`src/hw/rtl/lfps_pkg.sv`:
```
// Shared types, widths and constants of the line follower PID steering core.
`timescale 1ns / 1ps
package lfps_pkg;

    localparam int IntegralBits = 48;        // error integral width, 24..64
    localparam int DutyW        = 15;
    localparam int GainW        = 32;
    localparam int ScaleW       = 15;
    localparam int SteerW       = 24;
    localparam int ErrW         = 17;
    localparam int DerivW       = ErrW + 1;
    localparam int PatW         = 3;
    localparam int CfgIdxW      = 3;
    localparam int CfgDataW     = 32;
    localparam int MulW         = 32;        // shared multiplier operand width
    localparam int ProdW        = 2 * MulW;
    localparam int MagW         = 64;        // term magnitude, split into two halves
    localparam int TermW        = 41;        // clamped product magnitude
    localparam int AccW         = 44;
    localparam int LgW          = ProdW - 24;
    localparam int ScaleShift   = 14;
    localparam int ThirdShift   = 17;

    localparam logic [TermW-1:0]  ProdLim     = TermW'(64'd1 << 40);
    localparam logic [MulW-1:0]   ThirdRecip  = MulW'(43691);
    localparam logic [DutyW-1:0]  DutyMax     = '1;
    localparam logic signed [SteerW-1:0] SteerMax = SteerW'(24'sh7FFFFF);
    localparam logic signed [SteerW-1:0] SteerMin = SteerW'(24'sh800000);

    localparam logic [DutyW-1:0]  MaxSpeedReset  = DutyW'(6144);
    localparam logic [GainW-1:0]  GainPReset     = GainW'(4194304);
    localparam logic [GainW-1:0]  GainIReset     = GainW'(839);
    localparam logic [GainW-1:0]  GainDReset     = GainW'(0);
    localparam logic [ScaleW-1:0] LeftScaleReset  = ScaleW'(16384);
    localparam logic [ScaleW-1:0] RightScaleReset = ScaleW'(16384);

    typedef enum logic [CfgIdxW-1:0] {
        REG_MAX_SPEED   = 3'd0,
        REG_GAIN_P      = 3'd1,
        REG_GAIN_I      = 3'd2,
        REG_GAIN_D      = 3'd3,
        REG_LEFT_SCALE  = 3'd4,
        REG_RIGHT_SCALE = 3'd5
    } lfps_reg_t;

    typedef struct packed {
        logic [DutyW-1:0]  max_speed;
        logic [GainW-1:0]  gain_p;
        logic [GainW-1:0]  gain_i;
        logic [GainW-1:0]  gain_d;
        logic [ScaleW-1:0] left_scale;
        logic [ScaleW-1:0] right_scale;
    } lfps_cfg_t;

endpackage

```
`src/hw/rtl/lfps_sample_if.sv`:
```
// Sensor sample channel: valid/ready handshake carrying one sensor pattern.
`timescale 1ns / 1ps
interface lfps_sample_if import lfps_pkg::*; ();
    logic            valid;
    logic            ready;
    logic [PatW-1:0] sensor_pattern;

    modport source (output valid, output sensor_pattern, input ready);
    modport sink   (input valid, input sensor_pattern, output ready);
endinterface

```
`src/hw/rtl/lfps_result_if.sv`:
```
// Result channel: valid/ready handshake carrying wheel duties and steer value.
`timescale 1ns / 1ps
interface lfps_result_if import lfps_pkg::*; ();
    logic                     valid;
    logic                     ready;
    logic [DutyW-1:0]         left_duty;
    logic [DutyW-1:0]         right_duty;
    logic signed [SteerW-1:0] steer_value;

    modport source (output valid, output left_duty, output right_duty,
                    output steer_value, input ready);
    modport sink   (input valid, input left_duty, input right_duty,
                    input steer_value, output ready);
endinterface

```
`src/hw/rtl/lfps_cfg_regs.sv`:
```
// Configuration register file of the steering core.
`timescale 1ns / 1ps
module lfps_cfg_regs import lfps_pkg::*; (
    input  logic                clk,
    input  logic                rst_n,
    input  logic                cfg_wen,
    input  logic [CfgIdxW-1:0]  cfg_index,
    input  logic [CfgDataW-1:0] cfg_data,
    output lfps_cfg_t           cfg
);

    lfps_cfg_t cfg_reg;

    always_ff @(posedge clk or negedge rst_n)
    begin
        if (!rst_n)
        begin
            cfg_reg.max_speed   <= MaxSpeedReset;
            cfg_reg.gain_p      <= GainPReset;
            cfg_reg.gain_i      <= GainIReset;
            cfg_reg.gain_d      <= GainDReset;
            cfg_reg.left_scale  <= LeftScaleReset;
            cfg_reg.right_scale <= RightScaleReset;
        end
        else if (cfg_wen)
        begin
            case (cfg_index)
                REG_MAX_SPEED:   cfg_reg.max_speed   <= cfg_data[DutyW-1:0];
                REG_GAIN_P:      cfg_reg.gain_p      <= cfg_data[GainW-1:0];
                REG_GAIN_I:      cfg_reg.gain_i      <= cfg_data[GainW-1:0];
                REG_GAIN_D:      cfg_reg.gain_d      <= cfg_data[GainW-1:0];
                REG_LEFT_SCALE:  cfg_reg.left_scale  <= cfg_data[ScaleW-1:0];
                REG_RIGHT_SCALE: cfg_reg.right_scale <= cfg_data[ScaleW-1:0];
                default: ;  // unmapped index: write dropped
            endcase
        end
    end

    assign cfg = cfg_reg;

endmodule

```
`src/hw/rtl/lfps_mul.sv`:
```
// Shared 32x32 unsigned multiplier with registered product.
`timescale 1ns / 1ps
module lfps_mul import lfps_pkg::*; (
    input  logic             clk,
    input  logic [MulW-1:0]  a,
    input  logic [MulW-1:0]  b,
    output logic [ProdW-1:0] prod
);

    logic [ProdW-1:0] prod_reg;

    always_ff @(posedge clk)
    begin
        prod_reg <= ProdW'(a) * ProdW'(b);
    end

    assign prod = prod_reg;

endmodule

```
`src/hw/rtl/line_follower_pid_steering_core.sv`:
```
// Line follower PID steering core: sequencer and datapath around one shared multiplier.
//
// Takes one 3-bit line sensor pattern per request on the sample channel and
// returns one result request (left duty, right duty, PID steer value) on the
// result channel. The pattern is decoded to an error of +-max_speed,
// +-max_speed/2 or zero; centered and full patterns also clear the integral,
// and the all-white and 101 patterns repeat the previous error. The integral
// saturates at IntegralBits. Each PID term is multiplied by its Q8.24 gain as
// a low and a high 32-bit half, truncated toward zero and clamped to +-2^40;
// the sum is saturated to 24 bits. A negative sum slows the left wheel, a
// positive one the right; the fast wheel runs at max_speed times its scale.
// If the slow wheel would go negative it gets 2/3 of max_speed and the
// integral step of this sample is rolled back. A zero sum holds both duties.
// Sequence: after acceptance a sample passes through ST_INTEG, ST_MUL, ST_SAT,
// ST_DUTY and ST_DONE, and sample.ready stays low until the core is back in
// ST_IDLE. The length of this run is set by the single 32x32 multiplier, which
// runs nine products per sample (six for the PID terms, three for the duties
// and the 2/3 fallback). A finished result waits in its own output register,
// so the next sample is accepted while the previous result is still pending;
// a new result is only loaded once the old one has been taken. Configuration is
// to be written by the user through cfg_wen/cfg_index/cfg_data while the core is
// idle; the core does not enforce it. Indexes past the last register are ignored.
`timescale 1ns / 1ps
module line_follower_pid_steering_core import lfps_pkg::*; (
    input  logic                clk,
    input  logic                rst_n,
    lfps_sample_if.sink         sample,
    lfps_result_if.source       result,
    input  logic                cfg_wen,
    input  logic [CfgIdxW-1:0]  cfg_index,
    input  logic [CfgDataW-1:0] cfg_data
);

    // sensor codes (bit2 left, bit0 right, 1 = black)
    localparam logic [PatW-1:0] PatRight     = 3'b001;
    localparam logic [PatW-1:0] PatRightHalf = 3'b011;
    localparam logic [PatW-1:0] PatAll       = 3'b111;
    localparam logic [PatW-1:0] PatCenter    = 3'b010;
    localparam logic [PatW-1:0] PatLeftHalf  = 3'b110;
    localparam logic [PatW-1:0] PatLeft      = 3'b100;

    localparam logic signed [IntegralBits-1:0] IntegMax =
        {1'b0, {(IntegralBits-1){1'b1}}};
    localparam logic signed [IntegralBits-1:0] IntegMin =
        {1'b1, {(IntegralBits-1){1'b0}}};

    typedef enum logic [2:0] {
        ST_IDLE,
        ST_INTEG,   // integral update, derivative
        ST_MUL,     // six gain products, accumulate
        ST_SAT,     // saturate steer value
        ST_DUTY,    // three duty products, hold update
        ST_DONE     // hand off to output register
    } state_t;

    lfps_cfg_t        cfg;
    logic [MulW-1:0]  mul_a;
    logic [MulW-1:0]  mul_b;
    logic [ProdW-1:0] prod;

    state_t                          state_reg;
    logic [2:0]                      step_reg;
    logic signed [ErrW-1:0]          err_reg;
    logic signed [ErrW-1:0]          last_err_reg;
    logic signed [DerivW-1:0]        deriv_reg;
    logic signed [IntegralBits-1:0]  integ_reg;
    logic signed [IntegralBits-1:0]  prev_integ_reg;
    logic [LgW-1:0]                  lg_reg;
    logic signed [AccW-1:0]          acc_reg;
    logic signed [SteerW-1:0]        steer_reg;
    logic [DutyW-1:0]                slow_reg;
    logic [DutyW-1:0]                fast_reg;
    logic [DutyW-1:0]                left_hold_reg;
    logic [DutyW-1:0]                right_hold_reg;
    logic                            out_valid_reg;
    logic [DutyW-1:0]                out_left_reg;
    logic [DutyW-1:0]                out_right_reg;
    logic signed [SteerW-1:0]        out_steer_reg;

    lfps_cfg_regs u_cfg (
        .clk       (clk),
        .rst_n     (rst_n),
        .cfg_wen   (cfg_wen),
        .cfg_index (cfg_index),
        .cfg_data  (cfg_data),
        .cfg       (cfg)
    );

    lfps_mul u_mul (
        .clk  (clk),
        .a    (mul_a),
        .b    (mul_b),
        .prod (prod)
    );

    // ---------------------------------------------------------------
    // Error decode
    // ---------------------------------------------------------------
    logic [DutyW-1:0]       half_speed;
    logic signed [ErrW-1:0] err_dec;
    logic                   integ_clear;

    assign half_speed = cfg.max_speed >> 1;

    always_comb
    begin
        integ_clear = 1'b0;
        case (sample.sensor_pattern)
            PatRight:     err_dec = $signed(ErrW'(cfg.max_speed));
            PatRightHalf: err_dec = $signed(ErrW'(half_speed));
            PatLeftHalf:  err_dec = -$signed(ErrW'(half_speed));
            PatLeft:      err_dec = -$signed(ErrW'(cfg.max_speed));
            PatAll, PatCenter:
            begin
                err_dec     = '0;
                integ_clear = 1'b1;
            end
            default:      err_dec = last_err_reg;   // lost line: keep steering
        endcase
    end

    // ---------------------------------------------------------------
    // Saturating integral step
    // ---------------------------------------------------------------
    logic signed [IntegralBits:0]   integ_wide;
    logic signed [IntegralBits-1:0] integ_next;

    always_comb
    begin
        integ_wide = {integ_reg[IntegralBits-1], integ_reg} + (IntegralBits+1)'(err_reg);
        if (integ_wide[IntegralBits] != integ_wide[IntegralBits-1])
            integ_next = integ_wide[IntegralBits] ? IntegMin : IntegMax;
        else
            integ_next = integ_wide[IntegralBits-1:0];
    end

    // ---------------------------------------------------------------
    // PID term select: 0 = error/gain_p, 1 = integral/gain_i, 2 = derivative/gain_d
    // ---------------------------------------------------------------
    function automatic logic signed [MagW-1:0] term_value(
        input logic [1:0]                     idx,
        input logic signed [ErrW-1:0]         e,
        input logic signed [IntegralBits-1:0] i,
        input logic signed [DerivW-1:0]       d
    );
        case (idx)
            2'd0:    term_value = MagW'(e);
            2'd1:    term_value = MagW'(i);
            default: term_value = MagW'(d);
        endcase
    endfunction

    logic [1:0]             iss_term;
    logic [1:0]             use_term;
    logic [2:0]             use_step;
    logic signed [MagW-1:0] iss_val;
    logic [MagW-1:0]        iss_mag;
    logic signed [MagW-1:0] use_val;
    logic [GainW-1:0]       iss_gain;

    assign iss_term = step_reg[2:1];
    assign use_step = step_reg - 3'd1;
    assign use_term = use_step[2:1];
    assign iss_val  = term_value(iss_term, err_reg, integ_reg, deriv_reg);
    assign use_val  = term_value(use_term, err_reg, integ_reg, deriv_reg);
    assign iss_mag  = iss_val[MagW-1] ? MagW'(-iss_val) : MagW'(iss_val);

    always_comb
    begin
        case (iss_term)
            2'd0:    iss_gain = cfg.gain_p;
            2'd1:    iss_gain = cfg.gain_i;
            default: iss_gain = cfg.gain_d;
        endcase
    end

    // product finish: (hi*g << 8) + (lo*g >> 24), clamped to 2^40
    logic [TermW-1:0]       term_sum;
    logic [TermW-1:0]       term_mag;
    logic signed [AccW-1:0] term_signed;

    always_comb
    begin
        term_sum = {1'b0, prod[MulW-1:0], 8'b0} + TermW'(lg_reg);
        if (|prod[ProdW-1:MulW])
            term_mag = ProdLim;
        else if (term_sum > ProdLim)
            term_mag = ProdLim;
        else
            term_mag = term_sum;
        term_signed = $signed(AccW'(term_mag));
        if (use_val[MagW-1])
            term_signed = -term_signed;
    end

    logic signed [SteerW-1:0] steer_sat;

    always_comb
    begin
        if (acc_reg > AccW'(SteerMax))
            steer_sat = SteerMax;
        else if (acc_reg < AccW'(SteerMin))
            steer_sat = SteerMin;
        else
            steer_sat = acc_reg[SteerW-1:0];
    end

    // ---------------------------------------------------------------
    // Duty selection: slow wheel is left for a negative sum
    // ---------------------------------------------------------------
    logic signed [SteerW:0] slow_val;
    logic                   slow_is_left;
    logic                   too_big;
    logic [ScaleW-1:0]      slow_scale;
    logic [ScaleW-1:0]      fast_scale;
    logic [DutyW-1:0]       scaled_duty;
    logic [DutyW-1:0]       third_duty;
    logic [DutyW-1:0]       slow_duty;

    assign slow_is_left = steer_reg[SteerW-1];
    assign slow_val     = slow_is_left
                        ? $signed((SteerW+1)'(cfg.max_speed)) + (SteerW+1)'(steer_reg)
                        : $signed((SteerW+1)'(cfg.max_speed)) - (SteerW+1)'(steer_reg);
    assign too_big      = slow_val[SteerW];
    assign slow_scale   = slow_is_left ? cfg.left_scale  : cfg.right_scale;
    assign fast_scale   = slow_is_left ? cfg.right_scale : cfg.left_scale;
    assign scaled_duty  = (|prod[ProdW-1:DutyW+ScaleShift]) ? DutyMax
                        : prod[DutyW+ScaleShift-1:ScaleShift];
    assign third_duty   = prod[DutyW+ThirdShift-1:ThirdShift];
    assign slow_duty    = too_big ? third_duty : slow_reg;

    // multiplier operand select
    always_comb
    begin
        mul_a = '0;
        mul_b = '0;
        case (state_reg)
            ST_MUL:
            begin
                mul_a = step_reg[0] ? iss_mag[MagW-1:MulW] : iss_mag[MulW-1:0];
                mul_b = iss_gain;
            end
            ST_DUTY:
            begin
                case (step_reg)
                    3'd0:
                    begin
                        mul_a = MulW'(slow_val[DutyW-1:0]);
                        mul_b = MulW'(slow_scale);
                    end
                    3'd1:
                    begin
                        mul_a = MulW'(cfg.max_speed);
                        mul_b = MulW'(fast_scale);
                    end
                    3'd2:
                    begin
                        mul_a = MulW'({cfg.max_speed, 1'b0});
                        mul_b = ThirdRecip;
                    end
                    default: ;
                endcase
            end
            default: ;
        endcase
    end

    // output register takes a new result once the old one is gone or leaving
    logic out_load;

    assign out_load = (state_reg == ST_DONE) && (!out_valid_reg || result.ready);

    // ---------------------------------------------------------------
    // Sequencer
    // ---------------------------------------------------------------
    always_ff @(posedge clk or negedge rst_n)
    begin
        if (!rst_n)
        begin
            state_reg      <= ST_IDLE;
            step_reg       <= '0;
            err_reg        <= '0;
            last_err_reg   <= '0;
            deriv_reg      <= '0;
            integ_reg      <= '0;
            prev_integ_reg <= '0;
            lg_reg         <= '0;
            acc_reg        <= '0;
            steer_reg      <= '0;
            slow_reg       <= '0;
            fast_reg       <= '0;
            left_hold_reg  <= MaxSpeedReset;
            right_hold_reg <= MaxSpeedReset;
            out_valid_reg  <= 1'b0;
            out_left_reg   <= '0;
            out_right_reg  <= '0;
            out_steer_reg  <= '0;
        end
        else
        begin
            if (out_load)
            begin
                out_valid_reg <= 1'b1;
                out_left_reg  <= left_hold_reg;
                out_right_reg <= right_hold_reg;
                out_steer_reg <= steer_reg;
            end
            else if (out_valid_reg && result.ready)
                out_valid_reg <= 1'b0;

            case (state_reg)
                ST_IDLE:
                begin
                    if (sample.valid)
                    begin
                        err_reg <= err_dec;
                        if (integ_clear)
                            integ_reg <= '0;
                        state_reg <= ST_INTEG;
                    end
                end

                ST_INTEG:
                begin
                    prev_integ_reg <= integ_reg;
                    integ_reg      <= integ_next;
                    deriv_reg      <= DerivW'(err_reg) - DerivW'(last_err_reg);
                    last_err_reg   <= err_reg;
                    acc_reg        <= '0;
                    step_reg       <= '0;
                    state_reg      <= ST_MUL;
                end

                ST_MUL:
                begin
                    // issue at steps 0..5, consume previous product at 1..6
                    if (step_reg != 3'd0)
                    begin
                        if (!use_step[0])
                            lg_reg <= prod[ProdW-1:24];
                        else
                            acc_reg <= acc_reg + term_signed;
                    end
                    if (step_reg == 3'd6)
                    begin
                        step_reg  <= '0;
                        state_reg <= ST_SAT;
                    end
                    else
                        step_reg <= step_reg + 3'd1;
                end

                ST_SAT:
                begin
                    steer_reg <= steer_sat;
                    step_reg  <= '0;
                    state_reg <= ST_DUTY;
                end

                ST_DUTY:
                begin
                    case (step_reg)
                        3'd1: slow_reg <= scaled_duty;
                        3'd2: fast_reg <= scaled_duty;
                        3'd3:
                        begin
                            if (steer_reg != '0)
                            begin
                                if (slow_is_left)
                                begin
                                    left_hold_reg  <= slow_duty;
                                    right_hold_reg <= fast_reg;
                                end
                                else
                                begin
                                    right_hold_reg <= slow_duty;
                                    left_hold_reg  <= fast_reg;
                                end
                                // slow wheel clamped: roll back this integral step
                                if (too_big)
                                    integ_reg <= prev_integ_reg;
                            end
                        end
                        default: ;
                    endcase
                    if (step_reg == 3'd3)
                    begin
                        step_reg  <= '0;
                        state_reg <= ST_DONE;
                    end
                    else
                        step_reg <= step_reg + 3'd1;
                end

                ST_DONE:
                begin
                    // wait for the output register to free up
                    if (out_load)
                        state_reg <= ST_IDLE;
                end

                default: state_reg <= ST_IDLE;
            endcase
        end
    end

    assign sample.ready       = (state_reg == ST_IDLE);
    assign result.valid       = out_valid_reg;
    assign result.left_duty   = out_left_reg;
    assign result.right_duty  = out_right_reg;
    assign result.steer_value = out_steer_reg;

endmodule

```
`src/flat_wrapper.sv`:
```
// flat-port wrapper written by rule: the top's interface ports become plain ports
module line_follower_pid_steering_core_flat import lfps_pkg::*;
  (clk, rst_n, cfg_wen, cfg_index, cfg_data, sample_valid, sample_sensor_pattern, sample_ready, result_valid, result_left_duty, result_right_duty, result_steer_value, result_ready);
  lfps_sample_if sample_i ();
  lfps_result_if result_i ();
  input  logic clk;
  input  logic rst_n;
  input  logic cfg_wen;
  input  logic [CfgIdxW-1:0] cfg_index;
  input  logic [CfgDataW-1:0] cfg_data;
  input wire logic [$bits(sample_i.valid)-1:0] sample_valid;
  input wire logic [$bits(sample_i.sensor_pattern)-1:0] sample_sensor_pattern;
  output wire logic [$bits(sample_i.ready)-1:0] sample_ready;
  output wire logic [$bits(result_i.valid)-1:0] result_valid;
  output wire logic [$bits(result_i.left_duty)-1:0] result_left_duty;
  output wire logic [$bits(result_i.right_duty)-1:0] result_right_duty;
  output wire logic [$bits(result_i.steer_value)-1:0] result_steer_value;
  input wire logic [$bits(result_i.ready)-1:0] result_ready;
  assign sample_i.valid = sample_valid;
  assign sample_i.sensor_pattern = sample_sensor_pattern;
  assign sample_ready = sample_i.ready;
  assign result_valid = result_i.valid;
  assign result_left_duty = result_i.left_duty;
  assign result_right_duty = result_i.right_duty;
  assign result_steer_value = result_i.steer_value;
  assign result_i.ready = result_ready;
  line_follower_pid_steering_core u_core (.clk(clk), .rst_n(rst_n), .sample(sample_i), .result(result_i), .cfg_wen(cfg_wen), .cfg_index(cfg_index), .cfg_data(cfg_data));
endmodule
```
`config.mk`:
```
export PLATFORM = sky130hd
export DESIGN_NAME = line_follower_pid_steering_core_flat
export DESIGN_NICKNAME = d
export VERILOG_FILES = /design/src/hw/rtl/lfps_pkg.sv /design/src/hw/rtl/lfps_sample_if.sv /design/src/hw/rtl/lfps_result_if.sv /design/src/hw/rtl/lfps_cfg_regs.sv /design/src/hw/rtl/lfps_mul.sv /design/src/hw/rtl/line_follower_pid_steering_core.sv /design/src/flat_wrapper.sv
export SDC_FILE = /design/constraint.sdc
export NUM_CORES = 2
export LEC_CHECK = 0
export BUFFER_PORTS_ARGS = -buffer_cell sky130_fd_sc_hd__buf_2
export CAP_MARGIN = 20
export CORE_AREA = 2 2 393 395
export DETAILED_ROUTE_END_ITERATION = 7
export DIE_AREA = 0 0 395 397
export PLACE_DENSITY = 0.63
export SLEW_MARGIN = 10
export SYNTH_ARGS = -nofsm -noshare
export SYNTH_HDL_FRONTEND = slang
export SYNTH_SLANG_ARGS = --single-unit
```
`constraint.sdc`:
```
create_clock -name clk -period 34.1 [get_ports clk]
set_input_delay 6.82 -clock clk [delete_from_list [all_inputs] [get_ports clk]]
set_output_delay 6.82 -clock clk [all_outputs]
set_load 0.05 [all_outputs]
```
==> results.md <==
* Status: completed
* Net Switching at 3.64 mW
* Required time worst endpoint at 34.61 ns
* WHS at 0.476 ns
* Clock tree buffer depth at 3
* Logic pwr share at 0.695
* Global Route Usage Sum at 0.281
* Lkg Pwr at 36.0 nW
* Worst hold endpoint: u_core.prev_integ_reg[24]
* CTS tree: yes
* Area grow syn2layout at 7.91%
* Post-Place Cells at 9683
* Power Internal at 2.96 mW
* WP data arrival at 13.61 ns
* Max VDD drop at 0.107 mV
* Fin cells at 9822
* Initial antenna violation count at 17
* FF-to-FF Start: u_core.step_reg[1]
* Mean Syn Cell Area at 8.76 sq um
* Worst setup margin at 21.00 ns
* Min Tclk post-route at 13.10 ns
* Crit Reg-Reg Endpoint: u_core.u_mul.prod[63]
* YS warnings at 0
* Number of synthesized flops with an enable pin at 0
* Remaining DRCs at 0
* Wire length per cell at 22.3 um
* # clock sinks at 582
* Synth Net Count at 9189
* # IOs at 99
* Netlist cell types at 94
* DRT antenna net count at 0
* RD Place Congestion at 0.964
* HP Class: reg -> reg
* Via count at 56200
* Clk pwr share at 0.120
* Initial DRC Count at 5028
* Postcts setup bufs at 0
* Slowest CP cell: dfrtp_4
* Initial Utilization at 0.447
* Fin util at 0.483
* Place WS at 21.16 ns
* Worst-margin pin slew at 1.15 ns
* RSZ-0062 raised after global routing: false
* R2R cell count at 42
* Crit path kind: reg -> reg
* Max cap viols at 0
* CP Launch Type: flip-flop
* Worst-path maximum fanout at 40
* Max Freq at 76.4 MHz
* Critical Path Max Stage Delay at 0.70 ns
* Die Span Y at 397 um
* Hold buffer count at cts at 0
* Final hold violation count at 0
* Power Total at 6.60 mW
* Worst Clk Skew at 0.0333 ns
* Global-route wire length before repair at 342 mm
* Max-slew violations at 0
* Total die area at 157000 sq um
* Async set-reset flop share out of synthesis at 0.890
* Sequential-to-total area share from yosys stat at 0.208
* Final instance area at 73800 sq um
* Seq cells post-synth at 582
* H-tree Lvls at 3
* Setup TNS at 0 ns
* Seq pwr share at 0.185
* Root buffer cell: clkbuf_16
* CP dominant cell by count: fa_1
* Drt total wl at 219 mm
* Power per cell area at 89.4 nW/um^2
* TritonRoute pass-1 iters at 8
* Clock transition at path regs at 0.06 ns
* Layout filler cell count at 14500
* Routed vias/inst at 5.72
* FP Rows at 144
* Switching share of power at 0.552
* R2r setup slk at 21.00 ns
* Num CTS Buffers at 70
* Largest net degree at the start of global routing at 148
* Vias in the first global route at 57400
* Critical path capture point type: flip-flop
* Min-Delay Path Depth at 2
* Synth Cell Area at 68400 sq um
* Largest register FFs at 141
* Placed wire-length estimate at 166 mm
* GRT overflow at 0
* Relative slew slack at 0.232
* Placed Area at 71400 sq um
* PortBufs at 98
* Post-Synthesis Cells at 7810
* Crit share post-route at 0.384
* Later-pin clock latency in the skew report at 0.67 ns
* Final #Nets at 9094
* Proportion of layout cells with a drive suffix above 1 at 0.0945
* Post-CTS Resized at 0
* Die X at 395 um
* Ys flop type: dfrtp_1
* Final setup fails at 0
* Worst hold path startpoint: u_core.prev_integ_reg[24]
* Area of the core at 153000 sq um
==> power groups by stage <==
stage	registers, mW	logic, mW	clock network [mW]
4_1_cts	1.21	4.51	0.810
6_report	1.22	4.59	0.794
3_3_place_gp	1.22	4.42	0
3_5_place_dp	1.22	4.48	0
5_1_grt	1.25	4.98	0.839
2_1_floorplan	1.19	2.91	0
==> cells by family after synthesis <==
family,after synthesis,synth area share
AO/OA/AOI/OAI,1329,0.118
adder cells (fa/ha/maj),1336,0.343
multiplexers,320,0.0514
XOR/XNOR,255,0.0326
buffers and inverters,1503,0.0837
flip-flops,582,0.208
AND/OR/NAND/NOR,2485,0.162
==> synthesized netlist by cell type, types with 11 or more instances <==
cell	number	area share
a211o_1	12	0.0015
a211oi_1	35	0.0038
a21o_1	112	0.012
a21oi_1	414	0.030
a221oi_1	29	0.0037
a22oi_1	25	0.0027
a31oi_1	40	0.0037
and2_1	133	0.012
and3_1	47	0.0043
buf_1	38	0.0021
buf_2	19	0.0014
clkbuf_1	337	0.018
dfrtp_1	503	0.18
dfstp_2	15	0.0058
dfxtp_1	64	0.019
fa_1	901	0.26
ha_1	435	0.080
inv_1	1098	0.060
mux2_2	247	0.041
mux2i_1	70	0.010
nand2_1	1250	0.069
nand2b_1	52	0.0048
nand3_1	181	0.013
nand3b_1	11	0.0012
nand4_1	36	0.0033
nor2_1	459	0.025
nor2b_1	52	0.0048
nor3_1	109	0.0080
nor4_1	43	0.0039
o211ai_1	18	0.0020
o21a_1	41	0.0045
o21ai_0	382	0.028
o21ai_1	24	0.0018
o21bai_1	31	0.0034
o22ai_1	17	0.0016
o31ai_1	32	0.0035
or2_2	17	0.0016
or3_1	30	0.0027
xnor2_1	156	0.020
xor2_1	99	0.013
==> area by class of cell <==
type	count	area [sq um]	area share
antenna	7	17.5	0.000237
sequential	582	14300	0.193
tap	2044	2560	0.0346
timing repair buffer	237	1570	0.0213
clock inverter	25	387	0.00524
multi-input combinational	5725	48900	0.662
clock buffer	103	2030	0.0275
inverter	1099	4130	0.0559
==> worst max-delay path, delay by kind of cell (launching register included) <==
| family | cells | cell delay, ns |
|---|---|---|
| AO/OA/AOI/OAI | 13 | 3.37 |
| XOR/XNOR | 1 | 0.08 |
| adder cells (fa/ha/maj) | 10 | 4.74 |
| buffers and inverters | 8 | 1.45 |
| flip-flops | 1 | 0.70 |
| multiplexers | 2 | 0.68 |
| AND/OR/NAND/NOR | 8 | 1.87 |
==> layer usage <==
metal / up-vias / share of wire / global-route usage
met5: - / 0.00016 / 0
met4: 6 / 0.047 / 0.115
met3: 555 / 0.085 / 0.0540
met2: 2265 / 0.46 / 0.454
met1: 28200 / 0.41 / 0.372
li1: 25200 / - / -
==> worst max-delay path by stage <==
stage,endpoint,slack (ns),start
floorplan,u_core.u_mul.prod[62],22.57,u_core.steer_reg[23]
global placement,u_core.u_mul.prod[63],21.34,u_core.step_reg[1]
detailed placement,u_core.u_mul.prod[63],21.16,u_core.step_reg[1]
CTS,u_core.u_mul.prod[63],21.12,u_core.step_reg[1]
global route,u_core.u_mul.prod[63],20.08,u_core.step_reg[1]
finish,u_core.u_mul.prod[63],21.00,u_core.step_reg[1]
==> cell usage in the layout, fill, tap and decap left out, drive strengths merged, types with 64 or more instances in the layout <==
cell type  instances
nand3            181
dfrtp            503
clkbuf           105
a21o             112
nor3             114
and2             134
xnor2            156
buf              235
xor2              99
nand2           1260
inv             1102
mux2             250
ha               435
mux2i             70
dfxtp             64
fa               901
a21oi            415
o21ai            407
nor2             460
(Power assumes the default switching activity.)
